[src/design/tp_pkg.sv]
// tp_pkg: shared types and constants for the timer pool.
// Operation and result codes, field widths, controller/datapath command structs.
// No dependencies.
`default_nettype none

package tp_pkg;

  localparam int OP_W    = 3;
  localparam int ID_W    = 3;
  localparam int MODE_W  = 2;
  localparam int CNT_W   = 16;
  localparam int KIND_W  = 3;
  localparam int SLOT_ID_W = 4;

  typedef enum logic [OP_W-1:0] {
    OP_ALLOC      = 3'd0,
    OP_FREE       = 3'd1,
    OP_SET_RELOAD = 3'd2,
    OP_START      = 3'd3,
    OP_TICK       = 3'd4,
    OP_READ       = 3'd5
  } op_t;

  typedef enum logic [KIND_W-1:0] {
    KIND_GRANTED = 3'd0,
    KIND_DONE    = 3'd1,
    KIND_FAILED  = 3'd2,
    KIND_FIRED   = 3'd3,
    KIND_COUNT   = 3'd4
  } kind_t;

  localparam logic [SLOT_ID_W-1:0] NO_SLOT     = 4'd8;
  localparam logic [MODE_W-1:0]    MODE_ONESHOT = 2'd0;
  localparam logic [MODE_W-1:0]    MODE_CYCLIC  = 2'd1;

  // controller -> datapath
  typedef struct packed {
    logic latch;       // capture input item
    logic exec_op;     // run a non-tick operation, write result
    logic tick_step;   // process one slot of a tick
    logic tick_close;  // write closing done result of a tick
  } cmd_t;

  // datapath -> controller
  typedef struct packed {
    logic is_tick;     // latched item is a tick
    logic step_fires;  // current tick step produces a fired result
  } sts_t;

endpackage

`default_nettype wire

[src/design/timer_pool_with_oneshot_and_cyclic.sv]
// timer_pool_with_oneshot_and_cyclic: top level of the countdown timer pool.
// Joins controller tp_ctrl and datapath tp_dp. Uses tp_pkg.
//
// A pool of NUM_SLOTS (1..8) countdown timers. Each input item carries one
// operation: allocate (lowest free slot), free, set reload, start (allocate
// and load mode, delay, reload and callback flag), tick, or read count.
// Every operation except tick returns one result item: the item is latched,
// then its result is written to the output register once the output side is
// free. A tick walks the slots one per cycle while the output side is free,
// lowest first, returning a fired item for each slot that expires with
// a callback in one-shot or cyclic mode, then a closing done item with
// slot_id 8. The controller's step counter drives the slot walk, and a stall
// on the output holds it. One item is in work at a time; a new item is
// accepted as soon as the previous one's last result sits in the output
// register, even if it has not yet been taken. last_of_run marks the final
// result item of each input item. Failures (pool full, slot out of range,
// unknown operation) answer failed with slot_id 8 and leave state untouched.
`default_nettype none

module timer_pool_with_oneshot_and_cyclic #(
  parameter int NUM_SLOTS = 8
) (
  input  wire                          clk,
  input  wire                          rst_n,
  // input items
  input  wire                          in_valid,
  output logic                         in_ready,
  input  wire [tp_pkg::OP_W-1:0]       in_operation,
  input  wire [tp_pkg::ID_W-1:0]       in_timer_id,
  input  wire [tp_pkg::MODE_W-1:0]     in_timer_mode,
  input  wire [tp_pkg::CNT_W-1:0]      in_delay_value,
  input  wire [tp_pkg::CNT_W-1:0]      in_reload_value,
  input  wire                          in_has_callback,
  // result items
  output logic                         out_valid,
  input  wire                          out_ready,
  output logic [tp_pkg::KIND_W-1:0]    out_result_kind,
  output logic [tp_pkg::SLOT_ID_W-1:0] out_slot_id,
  output logic [tp_pkg::CNT_W-1:0]     out_count_value,
  output logic                         out_pending_flag,
  output logic                         out_last_of_run
);
  import tp_pkg::*;

  localparam int SW = (NUM_SLOTS > 1) ? $clog2(NUM_SLOTS) : 1;

  cmd_t          cmd;
  sts_t          sts;
  logic [SW-1:0] step_idx;

  // sequencing: accept, execute, tick walk, closing result
  tp_ctrl #(
    .NUM_SLOTS (NUM_SLOTS)
  ) u_ctrl (
    .clk       (clk),
    .rst_n     (rst_n),
    .in_valid  (in_valid),
    .in_ready  (in_ready),
    .out_valid (out_valid),
    .out_ready (out_ready),
    .sts       (sts),
    .cmd       (cmd),
    .step_idx  (step_idx)
  );

  // slot registers, allocation bitmap and result register
  tp_dp #(
    .NUM_SLOTS (NUM_SLOTS)
  ) u_dp (
    .clk              (clk),
    .rst_n            (rst_n),
    .cmd              (cmd),
    .step_idx         (step_idx),
    .sts              (sts),
    .in_operation     (in_operation),
    .in_timer_id      (in_timer_id),
    .in_timer_mode    (in_timer_mode),
    .in_delay_value   (in_delay_value),
    .in_reload_value  (in_reload_value),
    .in_has_callback  (in_has_callback),
    .out_result_kind  (out_result_kind),
    .out_slot_id      (out_slot_id),
    .out_count_value  (out_count_value),
    .out_pending_flag (out_pending_flag),
    .out_last_of_run  (out_last_of_run)
  );

endmodule

`default_nettype wire

[src/design/tp_ctrl.sv]
// tp_ctrl: sequencing state machine of the timer pool.
// Drives input ready, output valid and datapath commands. Uses tp_pkg.
`default_nettype none

module tp_ctrl #(
  parameter int NUM_SLOTS = 8
) (
  input  wire             clk,
  input  wire             rst_n,
  input  wire             in_valid,
  output logic            in_ready,
  output logic            out_valid,
  input  wire             out_ready,
  input  tp_pkg::sts_t    sts,
  output tp_pkg::cmd_t    cmd,
  output logic [((NUM_SLOTS > 1) ? $clog2(NUM_SLOTS) : 1)-1:0] step_idx
);
  import tp_pkg::*;

  localparam int SW = (NUM_SLOTS > 1) ? $clog2(NUM_SLOTS) : 1;
  localparam logic [SW-1:0] LAST_IDX = SW'(NUM_SLOTS - 1);

  typedef enum logic [1:0] {
    ST_IDLE,
    ST_EXEC,
    ST_TICK,
    ST_CLOSE
  } state_t;

  state_t          state_r, state_nxt;
  logic [SW-1:0]   cnt_r, cnt_nxt;
  logic            out_valid_r, out_valid_nxt;
  logic            out_free;
  logic            emit;

  assign out_free  = !out_valid_r || out_ready;
  assign in_ready  = (state_r == ST_IDLE);
  assign out_valid = out_valid_r;
  assign step_idx  = cnt_r;

  always_comb begin
    state_nxt = state_r;
    cnt_nxt   = cnt_r;
    cmd       = '0;
    emit      = 1'b0;
    case (state_r)
      ST_IDLE: begin
        if (in_valid) begin
          cmd.latch = 1'b1;
          state_nxt = ST_EXEC;
        end
      end
      ST_EXEC: begin
        if (out_free) begin
          if (sts.is_tick) begin
            cnt_nxt   = '0;
            state_nxt = ST_TICK;
          end else begin
            cmd.exec_op = 1'b1;
            emit        = 1'b1;
            state_nxt   = ST_IDLE;
          end
        end
      end
      ST_TICK: begin
        if (out_free) begin
          cmd.tick_step = 1'b1;
          emit          = sts.step_fires;
          if (cnt_r == LAST_IDX) begin
            state_nxt = ST_CLOSE;
          end else begin
            cnt_nxt = cnt_r + 1'b1;
          end
        end
      end
      ST_CLOSE: begin
        if (out_free) begin
          cmd.tick_close = 1'b1;
          emit           = 1'b1;
          state_nxt      = ST_IDLE;
        end
      end
      default: state_nxt = ST_IDLE;
    endcase
    out_valid_nxt = (out_valid_r && !out_ready) || emit;
  end

  always_ff @(posedge clk) begin
    if (!rst_n) begin
      state_r     <= ST_IDLE;
      cnt_r       <= '0;
      out_valid_r <= 1'b0;
    end else begin
      state_r     <= state_nxt;
      cnt_r       <= cnt_nxt;
      out_valid_r <= out_valid_nxt;
    end
  end

endmodule

`default_nettype wire

[src/design/tp_dp.sv]
// tp_dp: datapath of the timer pool: slot state, latched item, result register.
// Acts on commands from tp_ctrl. Uses tp_pkg.
`default_nettype none

module tp_dp #(
  parameter int NUM_SLOTS = 8
) (
  input  wire                              clk,
  input  wire                              rst_n,
  input  tp_pkg::cmd_t                     cmd,
  input  wire [((NUM_SLOTS > 1) ? $clog2(NUM_SLOTS) : 1)-1:0] step_idx,
  output tp_pkg::sts_t                     sts,
  input  wire [tp_pkg::OP_W-1:0]           in_operation,
  input  wire [tp_pkg::ID_W-1:0]           in_timer_id,
  input  wire [tp_pkg::MODE_W-1:0]         in_timer_mode,
  input  wire [tp_pkg::CNT_W-1:0]          in_delay_value,
  input  wire [tp_pkg::CNT_W-1:0]          in_reload_value,
  input  wire                              in_has_callback,
  output logic [tp_pkg::KIND_W-1:0]        out_result_kind,
  output logic [tp_pkg::SLOT_ID_W-1:0]     out_slot_id,
  output logic [tp_pkg::CNT_W-1:0]         out_count_value,
  output logic                             out_pending_flag,
  output logic                             out_last_of_run
);
  import tp_pkg::*;

  localparam int SW = (NUM_SLOTS > 1) ? $clog2(NUM_SLOTS) : 1;

  // latched item
  logic [OP_W-1:0]   op_r;
  logic [ID_W-1:0]   id_r;
  logic [MODE_W-1:0] mode_r;
  logic [CNT_W-1:0]  delay_r;
  logic [CNT_W-1:0]  reload_r;
  logic              cb_r;

  // slot state
  logic [NUM_SLOTS-1:0] in_use_r;
  logic [NUM_SLOTS-1:0] pend_r;
  logic [CNT_W-1:0]     rem_r  [NUM_SLOTS];
  logic [CNT_W-1:0]     rld_r  [NUM_SLOTS];
  logic [MODE_W-1:0]    smode_r[NUM_SLOTS];
  logic [NUM_SLOTS-1:0] scb_r;

  // result register
  logic [KIND_W-1:0]    kind_r;
  logic [SLOT_ID_W-1:0] slot_r;
  logic [CNT_W-1:0]     cntv_r;
  logic                 pflag_r;
  logic                 last_r;

  logic          free_found;
  logic [SW-1:0] free_idx;
  logic          id_ok;
  logic [SW-1:0] id_idx;
  logic          t_active;
  logic [CNT_W-1:0] t_dec;
  logic          t_zero;
  logic          t_mode_ok;

  // lowest free slot
  always_comb begin
    free_found = 1'b0;
    free_idx   = '0;
    for (int i = 0; i < NUM_SLOTS; i++) begin
      if (!free_found && !in_use_r[i]) begin
        free_found = 1'b1;
        free_idx   = SW'(i);
      end
    end
  end

  assign id_ok  = ({1'b0, id_r} < SLOT_ID_W'(NUM_SLOTS));
  assign id_idx = id_r[SW-1:0];

  // tick step on slot step_idx
  assign t_active  = in_use_r[step_idx] && (rem_r[step_idx] != '0);
  assign t_dec     = rem_r[step_idx] - 1'b1;
  assign t_zero    = (t_dec == '0);
  assign t_mode_ok = (smode_r[step_idx] == MODE_ONESHOT) ||
                     (smode_r[step_idx] == MODE_CYCLIC);

  assign sts = '{is_tick:    (op_r == OP_TICK),
                 step_fires: (t_active && t_zero && scb_r[step_idx] && t_mode_ok)};

  function automatic logic [SLOT_ID_W-1:0] ext_id(input logic [SW-1:0] v);
    ext_id = {{(SLOT_ID_W-SW){1'b0}}, v};
  endfunction

  always_ff @(posedge clk) begin
    if (!rst_n) begin
      in_use_r <= '0;
      pend_r   <= '0;
      scb_r    <= '0;
      for (int i = 0; i < NUM_SLOTS; i++) begin
        rem_r[i]   <= '0;
        rld_r[i]   <= '0;
        smode_r[i] <= '0;
      end
    end else begin
      if (cmd.exec_op) begin
        case (op_t'(op_r))
          OP_ALLOC: begin
            if (free_found) begin
              in_use_r[free_idx] <= 1'b1;
            end
          end
          OP_FREE: begin
            if (id_ok) begin
              in_use_r[id_idx] <= 1'b0;
              pend_r[id_idx]   <= 1'b0;
              rem_r[id_idx]    <= '0;
              scb_r[id_idx]    <= 1'b0;
            end
          end
          OP_SET_RELOAD: begin
            if (id_ok) begin
              rld_r[id_idx] <= reload_r;
            end
          end
          OP_START: begin
            if (free_found) begin
              in_use_r[free_idx] <= 1'b1;
              pend_r[free_idx]   <= 1'b0;
              smode_r[free_idx]  <= mode_r;
              scb_r[free_idx]    <= cb_r;
              rld_r[free_idx]    <= reload_r;
              rem_r[free_idx]    <= delay_r;
            end
          end
          default: ;
        endcase
      end else if (cmd.tick_step && t_active) begin
        if (!t_zero) begin
          rem_r[step_idx] <= t_dec;
        end else if (!scb_r[step_idx]) begin
          // no callback: parks at zero with pending set
          rem_r[step_idx]  <= t_dec;
          pend_r[step_idx] <= 1'b1;
        end else if (smode_r[step_idx] == MODE_CYCLIC) begin
          pend_r[step_idx] <= 1'b0;
          rem_r[step_idx]  <= rld_r[step_idx];
        end else begin
          // one-shot and other modes free the slot
          rem_r[step_idx]    <= t_dec;
          in_use_r[step_idx] <= 1'b0;
          pend_r[step_idx]   <= 1'b0;
          scb_r[step_idx]    <= 1'b0;
        end
      end
    end
  end

  // latched item and result payload: no reset needed
  always_ff @(posedge clk) begin
    if (cmd.latch) begin
      op_r     <= in_operation;
      id_r     <= in_timer_id;
      mode_r   <= in_timer_mode;
      delay_r  <= in_delay_value;
      reload_r <= in_reload_value;
      cb_r     <= in_has_callback;
    end
    if (cmd.exec_op) begin
      last_r <= 1'b1;
      case (op_t'(op_r))
        OP_ALLOC, OP_START: begin
          kind_r  <= free_found ? KIND_GRANTED : KIND_FAILED;
          slot_r  <= free_found ? ext_id(free_idx) : NO_SLOT;
          cntv_r  <= '0;
          pflag_r <= 1'b0;
        end
        OP_FREE, OP_SET_RELOAD: begin
          kind_r  <= id_ok ? KIND_DONE : KIND_FAILED;
          slot_r  <= id_ok ? {1'b0, id_r} : NO_SLOT;
          cntv_r  <= '0;
          pflag_r <= 1'b0;
        end
        OP_READ: begin
          kind_r  <= id_ok ? KIND_COUNT : KIND_FAILED;
          slot_r  <= id_ok ? {1'b0, id_r} : NO_SLOT;
          cntv_r  <= id_ok ? rem_r[id_idx] : '0;
          pflag_r <= id_ok && pend_r[id_idx];
        end
        default: begin
          kind_r  <= KIND_FAILED;
          slot_r  <= NO_SLOT;
          cntv_r  <= '0;
          pflag_r <= 1'b0;
        end
      endcase
    end else if (cmd.tick_step && sts.step_fires) begin
      kind_r  <= KIND_FIRED;
      slot_r  <= ext_id(step_idx);
      cntv_r  <= '0;
      pflag_r <= 1'b0;
      last_r  <= 1'b0;
    end else if (cmd.tick_close) begin
      kind_r  <= KIND_DONE;
      slot_r  <= NO_SLOT;
      cntv_r  <= '0;
      pflag_r <= 1'b0;
      last_r  <= 1'b1;
    end
  end

  assign out_result_kind  = kind_r;
  assign out_slot_id      = slot_r;
  assign out_count_value  = cntv_r;
  assign out_pending_flag = pflag_r;
  assign out_last_of_run  = last_r;

endmodule

`default_nettype wire

[config.mk]
export PLATFORM = sky130hd
export DESIGN_NAME = timer_pool_with_oneshot_and_cyclic
export DESIGN_NICKNAME = d
export VERILOG_FILES = /design/src/design/tp_pkg.sv /design/src/design/timer_pool_with_oneshot_and_cyclic.sv /design/src/design/tp_ctrl.sv /design/src/design/tp_dp.sv
export SDC_FILE = /design/constraint.sdc
export NUM_CORES = 1
export LEC_CHECK = 0
export BUFFER_PORTS_ARGS = -buffer_cell sky130_fd_sc_hd__buf_2
export CORE_ASPECT_RATIO = 0.8
export CORE_MARGIN = 8
export CORE_UTILIZATION = 56
export CTS_CLUSTER_SIZE = 16
export DETAILED_ROUTE_END_ITERATION = 6
export HOLD_SLACK_MARGIN = 0.03
export PLACE_DENSITY = 0.76
export RECOVER_POWER = 50
export SKIP_LAST_GASP = 1
export SLEW_MARGIN = 0
export SYNTH_ARGS = -nofsm -noshare
export SYNTH_HDL_FRONTEND = slang
export SYNTH_SLANG_ARGS = --single-unit
[constraint.sdc]
create_clock -name clk -period 4.2 [get_ports clk]
set_input_delay 0.21 -clock clk [delete_from_list [all_inputs] [get_ports clk]]
set_output_delay 0.21 -clock clk [all_outputs]
set_load 0.05 [all_outputs]
# Yosys cells after proc, flatten, opt, wreduce, memory -nomap -nowiden
# Memories as Yosys holds them, arrays and structs flattened. A register that Yosys moved wholly into a read port is not among the register bits.
# Cells that the tools add are included.
# totals
reg_bits,96
latch_bits,0
ram_bits,272
romBits,0
in_bits,45
out_inout_bits,27
n_memories,3
# mem_list
name,depth,word_bits,rd,rd_clocked_by_memory_dff,write_ports,line,source
u_dp.rem_r,8,16,2,2,8,tp_dp.sv:40,logic [CNT_W-1:0] rem_r [NUM_SLOTS];
u_dp.rld_r,8,16,1,1,8,tp_dp.sv:41,logic [CNT_W-1:0] rld_r [NUM_SLOTS];
u_dp.smode_r,8,2,1,1,8,tp_dp.sv:42,logic [MODE_W-1:0] smode_r[NUM_SLOTS];
# classes
addsub,2
mul,0
div,0
magnitude_cmp,6
eq_ne,22
shift,0
muxes,157
bitwise,15
n_reduce_logical,60
# ops
operator,n
$mux 16,12
$mux 8,17
$reduce_or 16->1,5
$mux 1,75
$mux 3,25
$and 8x8->8,7
$pmux 8 s2,3
$not 8->8,3
$mux 2,9
$logic_and 1x1->1,17
$logic_not 16->1,1
$mux 4,4
$or 8x8->8,2
$reduce_bool 16->1,1
$sub 16x1->16 const B,1
$logic_not 1->1,15
$lt 3x4->1 const B,3
$reduce_and 6->1,2
$reduce_and 5->1,2
$reduce_bool 2->1,5
$bmux 1 s3,3
$demux 1 s3,3
$eq 3x3->1 const B,3
$ge 3x1->1 const B,3
other kinds (23),41

# Depth between registers and ports, before layout
# depth
word_depth,30
ltp_mapped,15
ltp_nobuf,10

# Cells and area by module
# A second synthesis with hierarchy kept.
# unflattened
hier_cells,1462
hier_area_um2,18425.2
# modules_own_cells
module,instances,cells_per_inst,area_per_inst_um2,seq_area_each_um2
tp_dp,1,1420,18069.8,10680.2
tp_ctrl,1,42,355.3,120.1

# Worst setup path after synthesis
# Ideal clock, no wire load.
# synth_path
path_kind,register -> register
startpoint,register with a tool-made name
endpoint,memory u_dp.rem_r[6][0] (enable)
setup_ns,0.364
arrival_ns,3.955
required_ns,3.836
setup_slack_ns,-0.120
path_stages_with_launch,16
cell_sequence,dfxtp_1 buf_2 buf_4 mux4_2 mux2i_1 ha_1 clkbuf_1 nand2b_1 nor2_1 a41oi_1 and3_1 buf_2 nand3_1 a21boi_1 buf_2 nand2_1
# synth_lines
item,line
end: declaration,tp_dp.sv:40

==> reports/results.ini <==
[grt]
antenna_found_initial = 0
grt_max_degree = 58
grt_pass1_vias = 13200
grt_pass1_wl_um = 80250
grt_overflow = 0
grt_use_total = 0.2704

[finish]
antenna_cells = 0
syn_to_final_growth_pct = 15.42
drive_above_1_share = 0.2222
regArea_um2 = 10870
fillers = 2333
fin_nets = 1624
multi_input_area_um2 = 7412
layoutNonFillerInstCount = 2025

[setup_path]
critical_path.slowest_cell = or4_1
critical_path.cell_chain = buf_4, mux4_2, mux2i_1, o211ai_2, nor4_2, xnor2_1, or4_1, nor3_4, buf_6, a31oi_1, buf_4, nor2_1
worstSetupEndpointType = register
path_buf_inv = 3
cp-start-kind = register
crit_fanout = 13
crit_family = simple AND/OR/NAND/NOR gates
arrival_ns = 4.47
slowest_delay_ns = 0.69
path_class = register to register
required_ns = 4.59
cpMostUsedCell = buf_4

[clock_network]
cts_buffers = 39
clockRootBuffer = clkbuf_16
cts_tree = built
clock_latency_ns = 0.55
cts_max_level = 2
path_clk_slew_ns = 0.06
clkSinkCount = 374
clock_path_buffers = 3

[logic_synthesis]
yosysTopAreaCellShare = 0.5419
synth_compound_area_frac = 0.08341
yosysWarnings = 0
synth_top_family_by_area = multiplexers
synthDistinctLibCells = 68
syn_avg_cell_area_um2 = 13.13
synth.most_common_cell = edfxtp_1
synthAdderAreaFrac = 0.005360
ys_ff_latch = 374
synth_edf_count = 337
synth_xor_area_frac = 0.005628
synth_mux_area_frac = 0.1570
netlist_instances = 1422
synthesis.area_um2 = 18680
yosys.area.top_type = edfxtp_1
synth_nets = 1475
synth_ff_type = edfxtp_1
synth_simple_gate_area_frac = 0.1427
ys_async_sr_fraction = 0
synthTopCellsByCount = edfxtp_1, nor2_1, nand2_1
synth.area.top_cells = edfxtp_1, mux4_2, dfxtp_1
yosysSeqAreaShare = 0.5815

[hold_path]
hp-start = in_valid
hp-class = input pin to register

[timing]
hold_viol = 0
fin_setup_tns_ns = 0
setup-violations-final = 0
period_minus_slack_ns = 4.084
rsz0062_at_grt = no
tightest_slew_ns = 2.169
drv_slew = 44
fmax_mhz = 244.8
finClkSkew_ns = 0.01641
period_share = 0.9725
relSlewSlack = -0.4459

[detailed_routing]
wl_per_cell_um = 26.23
drt-initial-drc-count = 1720
vias = 13420
vias_per_cell = 6.626
totalWireLength_um = 53120
drt-pass1-iter-count = 5
ant_nets = 0
drc = 0

[floorplanning]
dieArea_um2 = 39480
die_y_um = 179.3
core_um2 = 32700
die-width_um = 220.2
initial_core_util = 0.5711
pin_count = 72
rows = 59

[run]
cap_violations = 1

[power_and_ir_drop]
power.density_nw_per_um2 = 395.9
vdd_ir_drop_max_v = 0.0003571
p_leak_nw = 7.691

[placement]
gp_congestion = 0.9885
post-place-cells = 1916
port_buffers = 71
dp.final_hpwl_um = 34740

[outcome]
status = finished with violations
violations = capacitance limit, slew limit

worst min-delay path, cell delays in order:
cell and delay, ns:
buf_2 0.11, o21ai_0 0.20, o311a_1 0.15
final cells by class:
class / instances / area share
clock buffer: 49 / 0.04945
clock inverter: 19 / 0.008823
inverter: 13 / 0.002264
multi-input combinational: 939 / 0.3439
sequential: 374 / 0.5043
tap: 427 / 0.02479
timing repair buffer: 204 / 0.06652
final timing paths:
| check | end | slack (ns) | cells past startpoint |
|---|---|---|---|
| hold reg to reg | register | 0.50 | 2 |
| setup / recovery | u_dp.rem_r[2][5] | 0.12 | 12 |
| setup reg to reg | u_dp.rem_r[2][5] | 0.12 | 12 |
| hold / removal | u_ctrl.state_r[0] | 0.15 | 3 |
stage by stage:
step	utilization	worst slack, ns	hold slack, ns	cell area [µm²]	power (W)
after floorplan	-	0.01050	0.3089	18710	0.004854
after global placement	0.6104	0.1953	0.3866	19960	0.005126
after detailed placement	0.6104	0.09726	0.3881	19960	0.005146
after CTS	0.6614	0.06528	0.1524	21630	0.008557
after global routing	0.6591	0.004880	0.1809	21560	0.008769
final	0.6591	0.1156	0.1535	21560	0.008535
registers in the layout, indices dropped and copies added (netlist names), named ones only:
| name | count |
|---|---|
| u_dp.reload_r | 16 |
| u_ctrl.state_r | 1 |
| u_dp.out_count_value | 16 |
| u_ctrl.step_idx | 3 |
| u_dp.out_last_of_run | 1 |
| u_dp.in_use_r | 8 |
| u_dp.scb_r | 8 |
| u_dp.out_slot_id | 4 |
| u_dp.delay_r | 16 |
| u_dp.cb_r | 1 |
| u_dp.rld_r | 128 |
| u_dp.op_r | 3 |
| u_dp.out_pending_flag | 1 |
| u_dp.rem_r | 128 |
| u_dp.out_result_kind | 3 |
| u_ctrl.out_valid | 1 |
| u_dp.smode_r | 16 |
| u_dp.mode_r | 2 |
| u_dp.id_idx | 3 |
routing by layer:
layer | GRT usage | share of wire | vias up
met5 | 0 | 0 | -
met4 | 0.09860 | 0.036 | 0
met3 | 0.06242 | 0.12 | 146
met2 | 0.4271 | 0.46 | 898
met1 | 0.3670 | 0.38 | 6592
li1 | - | - | 5782
timing repair:
item | 4_1_cts | 5_1_grt
setup buffers | 0 | 0
hold buffers | 41 | 0
endpoints found under the hold margin | 44 | 0
endpoints found under the setup margin | 0 | 185
resized for setup | 0 | 6
logic make-up (layout without fill, tap and decap cells):
logic type	after synthesis	count (layout)
simple gates	534	534
flops	374	374
compound gates	220	220
mux	165	165
buf+inv	109	285
xor+xnor	12	12
fa+ha+maj	8	8
placed cells by master (no fill, tap or decap), types with 43 or more instances in the layout:
cell type	n
buf_4	68
o22ai_1	48
edfxtp_1	337
and2_1	43
mux4_2	99
and3_1	85
clkbuf_1	47
nand2_1	100
nor2_1	175
power breakdown:
group	internal, W	switching [W]
clock	0.00199	0.00144
combinational	0.000288	0.000470
sequential	0.00422	0.000131
total	0.00650	0.00204
(Power assumes the default switching activity.)
